**config.mk**
```make
export PLATFORM = sky130hd
export DESIGN_NAME = rcr_ctrl
export DESIGN_NICKNAME = d
export VERILOG_FILES = /design/src/sv/rcr_pkg.sv /design/src/sv/rcr_ctrl.sv
export SDC_FILE = /design/constraint.sdc
export NUM_CORES = 1
export LEC_CHECK = 0
export CAP_MARGIN = 0
export CELL_PAD_IN_SITES_DETAIL_PLACEMENT = 1
export CELL_PAD_IN_SITES_GLOBAL_PLACEMENT = 2
export CORE_UTILIZATION = 36
export CTS_CLUSTER_SIZE = 16
export DETAILED_ROUTE_END_ITERATION = 6
export DONT_BUFFER_PORTS = 1
export MAX_ROUTING_LAYER = met4
export PLACE_DENSITY = 0.77
export SETUP_SLACK_MARGIN = 0.4
export SYNTH_ARGS = -nofsm -noshare
export SYNTH_HDL_FRONTEND = slang
export SYNTH_SLANG_ARGS = --single-unit
```
**constraint.sdc**
```tcl
create_clock -name clk -period 4.1 [get_ports clk]
set_clock_uncertainty 0.05 [all_clocks]
set_input_delay 0.615 -clock clk [delete_from_list [all_inputs] [get_ports clk]]
set_output_delay 0.615 -clock clk [all_outputs]
set_load 0.01 [all_outputs]
```
**src/sv/rcr_pkg.sv**
```systemverilog
// ----------------------------------------------------------------------------
// rcr_pkg: shared types and constants for RSSI calibration and ranging
// Node table sizes, status codes, controller commands and the 2^(2^-k) table.
// ----------------------------------------------------------------------------
package rcr_pkg;

  localparam int NODE_COUNT  = 26;
  localparam int MAX_SAMPLES = 64;
  localparam int IDX_W       = $clog2(NODE_COUNT);
  localparam int CNT_W       = 7;
  localparam int SUM_W       = 14;
  localparam int SQ_W        = 21;
  localparam int DIVN_W      = 51;
  localparam int DIVD_W      = 33;
  localparam int DCNT_W      = $clog2(DIVN_W);
  localparam int EXP_STEPS   = 24;
  localparam logic [25:0] LOG2_10_Q24 = 26'd55732705;
  localparam logic [7:0]  LETTER_A    = 8'd65;
  localparam logic [6:0]  THR_MIN     = 7'd2;
  localparam logic [6:0]  THR_MAX     = 7'(MAX_SAMPLES);
  localparam logic [3:0]  PLE_MIN     = 4'd1;
  localparam logic [3:0]  PLE_MAX     = 4'd8;

  typedef enum logic [2:0] {
    ST_IGNORED      = 3'd0,
    ST_STORED       = 3'd1,
    ST_CAL_DONE     = 3'd2,
    ST_ESTIMATE     = 3'd3,
    ST_EST_ZERO_VAR = 3'd4
  } status_t;

  typedef enum logic [0:0] {
    CFG_CAL_COUNT = 1'b0,
    CFG_PATH_LOSS = 1'b1
  } cfg_index_t;

  typedef struct packed {
    logic capture;
    logic load;
    logic m1;
    logic m2;
    logic m3;
    logic div_step;
    logic mchk;
    logic sqrt_step;
    logic ucalc;
    logic exp_step;
    logic finish;
  } cmd_t;

  typedef struct packed {
    logic beacon;
    logic calibrated;
    logic zero_var;
    logic div_last;
    logic sqrt_last;
    logic exp_last;
    logic out_free;
  } sts_t;

  function automatic logic [63:0] isqrt_const(input logic [63:0] v);
    logic [63:0] res;
    logic [63:0] b;
    logic [63:0] x;
    res = '0;
    b   = 64'h1 << 62;
    x   = v;
    for (int i = 0; i < 32; i++) begin
      if (x >= res + b) begin
        x   = x - (res + b);
        res = (res >> 1) + b;
      end else begin
        res = res >> 1;
      end
      b = b >> 2;
    end
    return res;
  endfunction

  function automatic logic [EXP_STEPS:0][31:0] build_exp_table();
    logic [EXP_STEPS:0][31:0] tab;
    logic [63:0] c;
    c      = 64'h1 << 31;
    tab[0] = c[31:0];
    for (int k = 1; k <= EXP_STEPS; k++) begin
      c      = isqrt_const(c << 30);
      tab[k] = c[31:0];
    end
    return tab;
  endfunction

  localparam logic [EXP_STEPS:0][31:0] EXP_TABLE = build_exp_table();

endpackage

```
**src/sv/rcr_ctrl.sv**
```systemverilog
// ----------------------------------------------------------------------------
// rcr_ctrl: sequencing controller
// Steps one packet through table access, the divider, square root and power.
// ----------------------------------------------------------------------------
module rcr_ctrl (
  input  logic          clk,
  input  logic          rst,
  input  logic          s_tvalid,
  output logic          s_tready,
  input  rcr_pkg::sts_t st,
  output rcr_pkg::cmd_t cmd
);
  import rcr_pkg::*;

  typedef enum logic [11:0] {
    S_IDLE   = 12'b000000000001,
    S_LOAD   = 12'b000000000010,
    S_M1     = 12'b000000000100,
    S_M2     = 12'b000000001000,
    S_M3     = 12'b000000010000,
    S_DIVM   = 12'b000000100000,
    S_MCHK   = 12'b000001000000,
    S_SQRT   = 12'b000010000000,
    S_DIVR   = 12'b000100000000,
    S_UCALC  = 12'b001000000000,
    S_EXP    = 12'b010000000000,
    S_FINISH = 12'b100000000000
  } state_t;

  state_t state, state_next;

  always_ff @(posedge clk) begin
    if (rst) begin
      state <= S_IDLE;
    end else begin
      state <= state_next;
    end
  end

  always_comb begin
    state_next = state;
    cmd        = '0;
    unique case (state)
      S_IDLE: begin
        cmd.capture = s_tvalid;
        if (s_tvalid) state_next = S_LOAD;
      end
      S_LOAD: begin
        cmd.load   = 1'b1;
        state_next = (st.beacon && st.calibrated) ? S_M1 : S_FINISH;
      end
      S_M1: begin
        cmd.m1     = 1'b1;
        state_next = S_M2;
      end
      S_M2: begin
        cmd.m2     = 1'b1;
        state_next = S_M3;
      end
      S_M3: begin
        cmd.m3     = 1'b1;
        state_next = st.zero_var ? S_DIVR : S_DIVM;
      end
      S_DIVM: begin
        cmd.div_step = 1'b1;
        if (st.div_last) state_next = S_MCHK;
      end
      S_MCHK: begin
        cmd.mchk   = 1'b1;
        state_next = S_SQRT;
      end
      S_SQRT: begin
        cmd.sqrt_step = 1'b1;
        if (st.sqrt_last) state_next = S_DIVR;
      end
      S_DIVR: begin
        cmd.div_step = 1'b1;
        if (st.div_last) state_next = S_UCALC;
      end
      S_UCALC: begin
        cmd.ucalc  = 1'b1;
        state_next = S_EXP;
      end
      S_EXP: begin
        cmd.exp_step = 1'b1;
        if (st.exp_last) state_next = S_FINISH;
      end
      S_FINISH: begin
        cmd.finish = st.out_free;
        if (st.out_free) state_next = S_IDLE;
      end
      default: state_next = S_IDLE;
    endcase
  end

  assign s_tready = (state == S_IDLE);

endmodule

```
### After elaboration in Yosys (flattened, before gate mapping)

Cells that the tools add are included.

* reductions and logical operators: 3
* muxes and demuxes: 20
* equal/unequal tests: 18

Operators by type and width (number)
* 12-bit case mux with 12 select lines: 1
* 12-bit 2-to-1 mux: 7
* 12-bit by 1-bit == test with 1-bit output, second input constant: 1
* 12-bit by 10-bit == test with 1-bit output, second input constant: 1
* 12-bit by 11-bit == test with 1-bit output, second input constant: 1
* 12-bit == test, second input constant: 1
* 12-bit by 2-bit == test with 1-bit output, second input constant: 1
* 12-bit by 3-bit == test with 1-bit output, second input constant: 1
* 12-bit by 4-bit == test with 1-bit output, second input constant: 1
* 12-bit by 5-bit == test with 1-bit output, second input constant: 1
* 12-bit by 6-bit == test with 1-bit output, second input constant: 1
* 12-bit by 7-bit == test with 1-bit output, second input constant: 1
* 12-bit by 8-bit == test with 1-bit output, second input constant: 1
* 12-bit by 9-bit == test with 1-bit output, second input constant: 1
* 2-bit inequality test, second input constant: 6
* 1-bit 2-to-1 mux: 11
* 9-bit 2-to-1 mux: 1
* 6-bit AND reduction: 1
* 2-bit OR reduction: 1
* 1-bit logical AND: 1

* register bits: 12
* output and inout bits: 12
* input bits: 10

### Depth between registers and ports, before layout

Gate-level depths: netlist (run 1).

* depth in word-level cells: 3
* mapped depth: 8
* gate-level depth less buffers: 6

### Least setup slack after synthesis (run 1)

Ideal clock, no wire load.

* path kind: register to output
* from: register state[5]
* to: output cmd[10] in the netlist's numbering
* data required time: 3435 ps
* cell stages (with the launch flop): 6
* setup slack: 1672 ps
* arrival: 1763 ps
* path buffers: 2
* cells stage by stage: dfxtp_1 > buf_6 > or4_4 > buf_6 > nor4_2 > and2_1

RTL lines
* from (decl): RTL line rcr_ctrl.sv:30 `state_t state, state_next;`
* from (signal assigned): RTL line rcr_ctrl.sv:36 `state <= state_next;`
* to (decl): RTL line rcr_ctrl.sv:11 `output rcr_pkg::cmd_t cmd`

==> summary.txt, run 1 <==
Floorplan
  – Die W: 50.01 µm
  – Std-Cell Rows: 17
  – Die area: 0.002501 mm²
  – Ports: 22
  – Die Span Y: 50.01 µm
  – Initial Util: 37.86%
  – Core area: 0.002191 mm²

Timing
  – Worst Tran Pin Value: 872.5 ps
  – Final hold viol count: 0
  – RSZ-0062 raised after global routing: false
  – Crit path time final: 2809 ps
  – Final max-slew violation count: 0
  – Max Clock Freq: 0.3560 GHz
  – Final worst-path cycle share: 68.51%
  – Final Setup Violations: 0
  – Worst slew margin: 41.02%
  – Setup Total Neg Slack: 0 ps

CTS
  – Clock transition at path regs: 80 ps
  – Sink Count: 12
  – H-tree Lvls: 1
  – CTS tree: done
  – CTS buffer count: 3
  – Longest Clk Path Bufs: 2
  – Post-CTS Setup Bufs: 0
  – Hold Buf Count CTS: 0
  – Worst skew pair latency: 270 ps
  – Root Driver: clkbuf_4
  – Post_cts resized: 0

Synthesis
  – Mapped Area: 829.5 µm²
  – Ys Warns: 0
  – Synth top area share: 28.96%
  – Post-synth EDFFs: 0
  – Syn_nets: 116
  – Async SR Flop Fraction: 0%
  – Cell variety after synth: 37
  – Synth area leader: dfxtp_1
  – Most used DFF post-synth: dfxtp_1
  – Synth top cells by count: dfxtp_1, nor2_1, nand2_1
  – Avg Inst Size Synth: 7.826 µm²
  – Syn Inst Count: 106
  – Seq/Total Area, Yosys: 28.96%
  – Top cells by area, synth: dfxtp_1, or3b_2, nor2_1, nand2_1, or4_4
  – Synth Register Bits: 12
  – Most frequent cell after synthesis: dfxtp_1

Power
  – Pleak: 0.3322 nW
  – Pwr Density: 453.9 mW/mm²
  – Max VDD drop: 183.5 µV
  – Combinational power share: 41.6%
  – Internal power: 0.2319 mW
  – Sw power: 0.1583 mW
  – Sw Ratio: 40.57%
  – Flop pwr share: 39.4%
  – Clock Power Share: 18.9%

Setup path
  – Crit path DAT: 2140 ps
  – Max incr delay on CP: 620 ps
  – Critical path class: flip-flop to primary output
  – Crit-path max FO: 10
  – Critical path capture point type: primary output
  – Crit path max-delay cell type: or4_4
  – WP data required: 3430 ps
  – Setup crit start kind: flip-flop
  – Critical path, cell by cell: or4_4 > nor4_2 > and2_1

Layout
  – Multi-input gate area in the final layout: 530.5 µm²
  – Fill cells: 288
  – Largest regs: state: 12 flops
  – Final nets: 118
  – Share of post-route cells with drive strength above 1: 16.98%
  – Ant diodes: 0
  – Syn-to-layout area delta: 3.620%
  – Max reg flops: 12
  – Reg with most FFs: state
  – FF/Latch Area: 240.2 µm²
  – Final Non-Filler Cells: 134

Job
  – Max-cap violations: 0

Routing
  – DRC: 0
  – Vias/cell: 5.940
  – Post-Route WL: 2227 µm
  – Drt pass-1 iters: 4
  – Post-DRT Antenna Nets: 0
  – Wire per inst: 16.62 µm
  – DRT iter0 DRCs: 9
  – Via Count: 796

Placed design
  – Dpl cells: 131
  – Routability Congestion: 0.7778
  – Port Buffers: 0
  – Detailed Place HPWL: 1745 µm

Status
  – Outcome: complete, no violations

Min path
  – Worst hold path class: input pin to flip-flop

GRT
  – First-pass GRT wire length: 3553 µm
  – Overflow after GRT: 0
  – Tot GR Track Use: 20.03%
  – Antenna violations before repair: 0
  – Number of global-route vias before repair: 731
  – Largest net degree at the start of global routing: 11
power by group through the flow:
stage / Clock, mW / Combinational, mW / Sequential, mW
6_report: 0.0739 / 0.162 / 0.154
5_1_grt: 0.0838 / 0.180 / 0.155
4_1_cts: 0.0779 / 0.164 / 0.152
3_5_place_dp: 0 / 0.164 / 0.154
3_3_place_gp: 0 / 0.160 / 0.154
2_1_floorplan: 0 / 0.134 / 0.148
layer usage:
layer	track usage [%]	wire length, µm	vias up
met4	10.00	17	0
met2	32.00	1092	11
li1	-	-	392
met5	-	0	-
met3	3.704	70	2
met1	23.71	1047	391
worst paths after layout:
| path | from | endpoint | slack (ps) | cells past startpoint |
|---|---|---|---|---|
| max | state[5] | cmd[10] | 1290 | 3 |
| min | rst | state[5] | 350 | 1 |
| max reg2reg | state[1] | state[9] | 1570 | 5 |
| min reg2reg | state[11] | state[9] | 540 | 1 |
final cells by class:
cell class,instances,share of cell area [%]
Clock buffer,3,2.620
Multi-Input combinational cell,83,61.72
Sequential cell,12,27.95
Tap cell,28,4.076
Inverter,8,3.639
critical path, delay by kind of cell (launching register included):
kind	cells	cell delay, ps
simple gates	3	1460
flops	1	420
layout by cell type, fill, tap and decap left out, drive strengths merged, types with 4 or more instances in the layout:
master,netlist,layout
dfxtp,12,12
nand2b,4,4
or3b,6,6
inv,7,7
nor4,5,5
nor2,11,11
nand2,10,10
or4,5,5
o21ai,5,5
nor3,6,6
through the flow:
| stage | hold slack [ps] | util (%) | setup slack (ps) | power, mW | cell area (µm²) |
|---|---|---|---|---|---|
| 3_3_place_gp | 510.1 | 38.21 | 1629 | 0.3139 | 837.1 |
| 2_1_floorplan | 449.4 | - | 1672 | 0.2822 | 829.5 |
| 6_report | 349.2 | 39.23 | 1291 | 0.3902 | 859.6 |
| 4_1_cts | 341.2 | 39.23 | 1294 | 0.3944 | 859.6 |
| 5_1_grt | 332.0 | 39.23 | 1168 | 0.4191 | 859.6 |
| 3_5_place_dp | 517.9 | 38.21 | 1585 | 0.3179 | 837.1 |
cell families after synthesis:
group / Yosys count / synth area share (%)
AND/OR/NAND/NOR: 61 / 44.34
buffers and inverters: 11 / 7.088
flip-flops: 12 / 28.96
XOR/XNOR: 3 / 3.168
AO/OA/AOI/OAI: 19 / 16.44
Note: power is estimated with default switching activity, not from simulation.
==> run 2: changes to the inputs <==
--- a/config.mk
+++ b/config.mk
@@ -8,12 +8,12 @@
 export CAP_MARGIN = 0
 export CELL_PAD_IN_SITES_DETAIL_PLACEMENT = 1
 export CELL_PAD_IN_SITES_GLOBAL_PLACEMENT = 2
-export CORE_UTILIZATION = 36
+export CORE_UTILIZATION = 30
 export CTS_CLUSTER_SIZE = 16
 export DETAILED_ROUTE_END_ITERATION = 6
 export DONT_BUFFER_PORTS = 1
 export MAX_ROUTING_LAYER = met4
-export PLACE_DENSITY = 0.77
+export PLACE_DENSITY = 0.68
 export SETUP_SLACK_MARGIN = 0.4
 export SYNTH_ARGS = -nofsm -noshare
 export SYNTH_HDL_FRONTEND = slang
==> constraint.sdc (replaced) <==
create_clock -name clk -period 2.3 [get_ports clk]
set_clock_uncertainty 0.05 [all_clocks]
set_input_delay 0.345 -clock clk [delete_from_list [all_inputs] [get_ports clk]]
set_output_delay 0.345 -clock clk [all_outputs]
set_load 0.01 [all_outputs]
==> run 2 against run 1 <==
Effect of this change: sequential power up 76%; critical endpoint is now cmd[9]; flip-flop and latch count is the same; worst setup slack worse by 1300 ps; clock-buffer cell count grew 1; critical path depth unchanged; routed wire length up 50%; non-clock buffer count up 29; via count rose by 20%; global-route usage rose by 6.3 points; final cell count rose by 24%; sequential share of layout area down 8.7 points.
==> summary.txt, run 2 (synthesized netlist as in run 1, its figures left out) <==
Floorplan
  – Die Span Y: 54.59 µm (+9.2%)
  – Core area: 0.002545 mm² (+16%)
  – Std-Cell Rows: 18 (+1)
  – Die area: 0.002980 mm² (+19%)
  – Ports: 22 (unchanged)
  – Initial Util: 32.60% (-5.3 points)
  – Die W: 54.59 µm (+9.2%)

Timing
  – Final max-slew violation count: 0 (unchanged)
  – Final worst-path cycle share: 98.59%
  – Final Worst Setup Slack: 32.35 ps (-1259 ps)
  – Final Setup Violations: 0 (unchanged)
  – Final hold viol count: 0 (unchanged)
  – Max Clock Freq: 0.4410 GHz
  – Worst Tran Pin Value: 388.6 ps (-483.9 ps)
  – Worst slew margin: 74.10% (+33 points)
  – RSZ-0062 raised after global routing: true
  – Crit path time final: 2268 ps

GRT
  – Tot GR Track Use: 26.33% (+6.3 points)
  – Number of global-route vias before repair: 1010 (+38%)
  – Antenna violations before repair: 0 (unchanged)
  – Largest net degree at the start of global routing: 9 (-2)
  – First-pass GRT wire length: 4981 µm (+40%)
  – Overflow after GRT: 0 (unchanged)

Setup path
  – Critical path origin: state[8]
  – Crit path DAT: 1870 ps (-270 ps)
  – Setup crit start kind: flip-flop
  – Top delay family on crit path: simple AND/OR/NAND/NOR gates
  – Crit path max-delay cell type: or4_4
  – Critical path class: flip-flop to primary output
  – Worst Path Buf+Inv: 1 (+1)
  – WP data required: 1900 ps (-1530 ps)
  – Crit-path max FO: 5 (-5)
  – Most Frequent Cell on Critical Path: or4_4
  – Max incr delay on CP: 590 ps (-30 ps)
  – R2R Path Start: state[8]
  – Critical path capture point type: primary output
  – Critical path, cell by cell: or4_4 > or4_4 > clkinv_4

Routing
  – Wire per inst: 20.06 µm (+21%)
  – Vias/cell: 5.777 (-2.7%)
  – Via Count: 959 (+20%)
  – DRT iter0 DRCs: 8 (-1)
  – Post-DRT Antenna Nets: 0 (unchanged)
  – Drt pass-1 iters: 4 (unchanged)
  – DRC: 0 (unchanged)
  – Post-Route WL: 3330 µm (+50%)

Status
  – Outcome: complete, no violations

Layout
  – Ant diodes: 0 (unchanged)
  – Final core utilization: 53.74% (+15 points)
  – Most common cell after layout, fill and taps aside: buf_4
  – Syn-to-layout area delta: 64.86%
  – Reg with most FFs: state
  – Largest regs: state: 12 flops
  – Most frequent cells in the layout: buf_4, nand2_1, nor2_1
  – Final nets: 147 (+25%)
  – Share of post-route cells with drive strength above 1: 61.03% (+44 points)
  – Max reg flops: 12 (unchanged)

CTS
  – CTS buffer count: 3 (unchanged)
  – Worst skew pair latency: 290 ps (+20 ps)
  – CTS tree: done
  – Root Driver: clkbuf_4
  – Longest Clk Path Bufs: 2 (unchanged)
  – Clock transition at path regs: 80 ps (about the same)
  – Sink Count: 12 (unchanged)
  – H-tree Lvls: 1 (unchanged)

Power
  – Pleak: 0.5424 nW (+63%)
  – Max VDD drop: 585.4 µV (+220%)
  – Pwr Density: 869.1 mW/mm² (+91%)

Placed design
  – Detailed Place HPWL: 2009 µm (+15%)
  – Routability Congestion: 0.7451 (-4.2%)
  – Post-place setup slack: -97.18 ps (-1682 ps)
  – Port Buffers: 0 (unchanged)

Min path
  – Worst hold start: rst
  – Worst hold path class: input pin to flip-flop

Job
  – Max-cap violations: 0 (unchanged)
run 2: final cells by class:
| cell class | count | area, µm² |
|---|---|---|
| tap | 30 | 37.54 |
| sequential | 12 | 262.8 |
| multi-input combinational | 83 | 759.5 |
| clock buffer | 4 | 36.28 |
| timing repair buffer | 29 | 236.5 |
| fill | 291 | 1177 |
| inverter | 8 | 35.03 |
run 2: layer usage:
layer	part of all wire, %	vias to the layer above	global-route usage (%)
li1	-	451	-
met1	41	479	29.60
met2	53	22	42.97
met3	2.9	7	7.500
met4	2.4	0	11.54
met5	0	-	-
run 2: report_power, final:
part	internal [mW]	total (mW)	switching, mW
Clock	0.0967	0.182	0.0849
Sequential	0.238	0.271	0.0330
Combinational	0.383	0.736	0.353
run 2: metrics by stage:
step / cell area, µm² / instances / power (mW) / TNS [ps] / hold WS, ps
floorplan: 875.8 / 106 / 0.5576 / 0 / 364.1
global placement: 938.4 / 140 / 0.6587 / -290.0 / 369.1
detailed placement: 938.4 / 140 / 0.6625 / -292.2 / 378.6
CTS: 1250 / 163 / 1.047 / 0 / 59.64
global route: 1368 / 166 / 1.261 / -60.74 / 25.44
finish: 1368 / 166 / 1.189 / 0 / 54.48
run 2: final timing paths:
kind	slack, ps	endpoint	cells past startpoint
worst max-delay path	30	cmd[9]	3
worst min-delay path	50	state[2]	1
worst max register to register	170	state[11]	6
worst min register to register	570	state[9]	2
run 2: timing repair:
item                       4_1_cts  5_1_grt
gates resized for setup         36       20
pin swaps                       16       11
buffers inserted                19        3
hold buffers                     0        0
setup endpoints to repair       21       23
==> run 3: changes to the inputs <==
--- a/config.mk
+++ b/config.mk
@@ -14,6 +14,7 @@
 export DONT_BUFFER_PORTS = 1
 export MAX_ROUTING_LAYER = met4
 export PLACE_DENSITY = 0.68
+export REMOVE_ABC_BUFFERS = 1
 export SETUP_SLACK_MARGIN = 0.4
 export SYNTH_ARGS = -nofsm -noshare
 export SYNTH_HDL_FRONTEND = slang
==> run 3 against run 2 <==
Effect of this change: the flow now finishes with violations (negative setup slack); via count fell by 1.8%; design area fell by 1.6%; first-iteration DRC count fell by 38%; worst setup slack got worse by 51 ps; routed wire length fell by 6.0%; flip-flop and latch count did not move; largest power group unchanged.
==> summary.txt, run 3 (synthesized netlist as in run 1, its figures left out) <==
Timing
  – Final Setup Violations: 2 (+2)
  – Final worst-path cycle share: 100.8% (+2.2 points)
  – Max Clock Freq: 0.4312 GHz (-2.2%)
  – Final max-slew violation count: 0 (unchanged)
  – Crit path time final: 2319 ps (+51.41 ps)
  – Final Worst Setup Slack: -19.06 ps (-51.41 ps)
  – RSZ-0062 raised after global routing: true
  – Final hold viol count: 0 (unchanged)
  – Worst Tran Pin Value: 462.1 ps (+73.50 ps)
  – Worst slew margin: 68.94% (-5.2 points)
  – Setup Total Neg Slack: -27.66 ps (-27.66 ps)

Routing
  – Post-Route WL: 3131 µm (-6.0%)
  – DRC: 0 (unchanged)
  – DRT iter0 DRCs: 5 (-3)
  – Drt pass-1 iters: 4 (unchanged)
  – Via Count: 942 (-1.8%)
  – Vias/cell: 5.641 (-2.4%)
  – Post-DRT Antenna Nets: 0 (unchanged)
  – Wire per inst: 18.75 µm (-6.5%)

Layout
  – Ant diodes: 0 (unchanged)
  – Max reg flops: 12 (unchanged)
  – Final nets: 148 (+0.68%)
  – Share of post-route cells with drive strength above 1: 60.58% (-0.45 points)
  – Most common cell after layout, fill and taps aside: buf_4
  – Reg with most FFs: state
  – Largest regs: state: 12 flops
  – Fill cells: 297 (+2.1%)
  – Most frequent cells in the layout: buf_4, nand2_1, nor2_1
  – Syn-to-layout area delta: 62.14%

CTS
  – Sink Count: 12 (unchanged)
  – Root Driver: clkbuf_4
  – Clock transition at path regs: 90 ps (about the same)
  – Longest Clk Path Bufs: 2 (unchanged)
  – Worst skew pair latency: 290 ps (about the same)
  – H-tree Lvls: 1 (unchanged)
  – CTS tree: done
  – CTS buffer count: 3 (unchanged)

Placed design
  – Port Buffers: 0 (unchanged)
  – Post-place setup slack: 80.73 ps (+177.9 ps)
  – Detailed Place HPWL: 2021 µm (+0.60%)
  – Routability Congestion: 0.8200 (+10%)

Status
  – Outcome: finished with violations
  – Failing checks: negative setup slack

Setup path
  – Reg-to-Reg End: state[11]
  – Max incr delay on CP: 560 ps (-30 ps)
  – Crit path DAT: 1920 ps (+50 ps)
  – Critical path capture point type: primary output
  – Top delay family on crit path: simple AND/OR/NAND/NOR gates
  – Reg2reg setup slack: 160 ps (about the same)
  – Crit path max-delay cell type: or4_4
  – Most Frequent Cell on Critical Path: or4_4
  – WP data required: 1900 ps (about the same)
  – Crit-path max FO: 5 (unchanged)
  – FF-to-FF path depth: 7 (+1)
  – Critical path, cell by cell: buf_6 > or4_4 > or4_4 > clkinv_4
  – Worst Path Buf+Inv: 2 (+1)
  – R2R Path Start: state[11]
  – Setup crit start kind: flip-flop
  – Critical path class: flip-flop to primary output

Power
  – Pleak: 0.5342 nW (-1.5%)
  – Clock Power Share: 16.0% (+0.7 points)
  – Pwr Density: 860.3 mW/mm² (-1.0%)
  – Flop pwr share: 23.5% (+0.7 points)
  – Internal power: 0.7071 mW (-1.5%)
  – Combinational power share: 60.5% (-1.4 points)
  – Max VDD drop: 469.6 µV (-20%)
  – Sw power: 0.4500 mW (-4.4%)
  – Sw Ratio: 38.89% (-0.72 points)

GRT
  – First-pass GRT wire length: 4560 µm (-8.5%)
  – Largest net degree at the start of global routing: 10 (+1)
  – Number of global-route vias before repair: 939 (-7.0%)
  – Overflow after GRT: 0 (unchanged)
  – Tot GR Track Use: 22.93% (-3.4 points)
  – Antenna violations before repair: 0 (unchanged)

Floorplan
  – Die W: 54.59 µm (unchanged)
  – Initial Util: 32.60% (unchanged)
  – Std-Cell Rows: 18 (unchanged)
  – Die Span Y: 54.59 µm (unchanged)
  – Ports: 22 (unchanged)
  – Die area: 0.002980 mm² (unchanged)
  – Core area: 0.002545 mm² (unchanged)

Job
  – Max-cap violations: 0 (unchanged)

Min path
  – Worst hold path class: input pin to flip-flop
  – Worst hold start: rst
  – Hold Path End: state[5]
  – Hold Path Depth: 1 (unchanged)
-- run 3: power groups by stage --
stage          combinational [mW]  sequential (mW)  clock (mW)
2_1_floorplan               0.239            0.264           0
3_3_place_gp                0.360            0.266           0
3_5_place_dp                0.371            0.266           0
4_1_cts                     0.531            0.265       0.182
5_1_grt                     0.746            0.276       0.194
6_report                    0.700            0.271       0.186
-- run 3: worst max-delay path by stage --
stage,to,cells after the start,from,slack [ps]
CTS,cmd[4],4,state[1],10
global route,cmd[4],5,state[11],-50
global placement,state[6],6,state[4],110
detailed placement,state[6],6,state[4],80
finish,cmd[9],4,state[11],-20
floorplan,state[8],5,state[0],80
-- run 3: layer usage --
metal / share of wire, % / track usage (%) / up-vias / wire length [µm]
li1: - / - / 451 / -
met1: 43 / 28.90 / 466 / 1346
met2: 53 / 37.75 / 21 / 1650
met3: 3.1 / 3.056 / 4 / 98
met4: 1.1 / 6.410 / 0 / 36
met5: 0 / - / - / 0
-- run 3: what timing repair did --
item / 4_1_cts / 5_1_grt
pin swaps: 13 / 10
hold buffers: 0 / 0
setup endpoints to repair: 23 / 23
gates resized for setup: 26 / 33
gates cloned: 0 / 0
setup buffers: 7 / 9
-- run 3: worst register-to-register path, cell delays in order (launching register included) --
cell and delay (ps):
dfxtp_2 340, buf_6 110, or4_4 540, or4_4 560
clkinv_4 80, a21oi_2 50, o32a_1 280, nor2_1 80
-- run 3: layout make-up --
type	count	area, µm²	area share [%]
well taps	30	37.54	2.791
multi-input cells	83	729.5	54.23
flip-flops and latches	12	255.2	18.98
repair buffers	30	251.5	18.70
inverters	8	35.03	2.605
clock buffers	4	36.28	2.698
-- run 3: per-stage QoR --
stage                     std cells  instance area [µm²]  hold slack (ps)  power [mW]  utilization (%)
after floorplan                 103                802.0            364.1      0.5030                -
after global placement          147                944.7            368.3      0.6259            37.12
after detailed placement        147                944.7            370.6      0.6370            37.12
after CTS                       158                 1124            54.77      0.9783            44.15
after global routing            167                 1345            46.40       1.216            52.85
final                           167                 1345            46.17       1.157            52.85
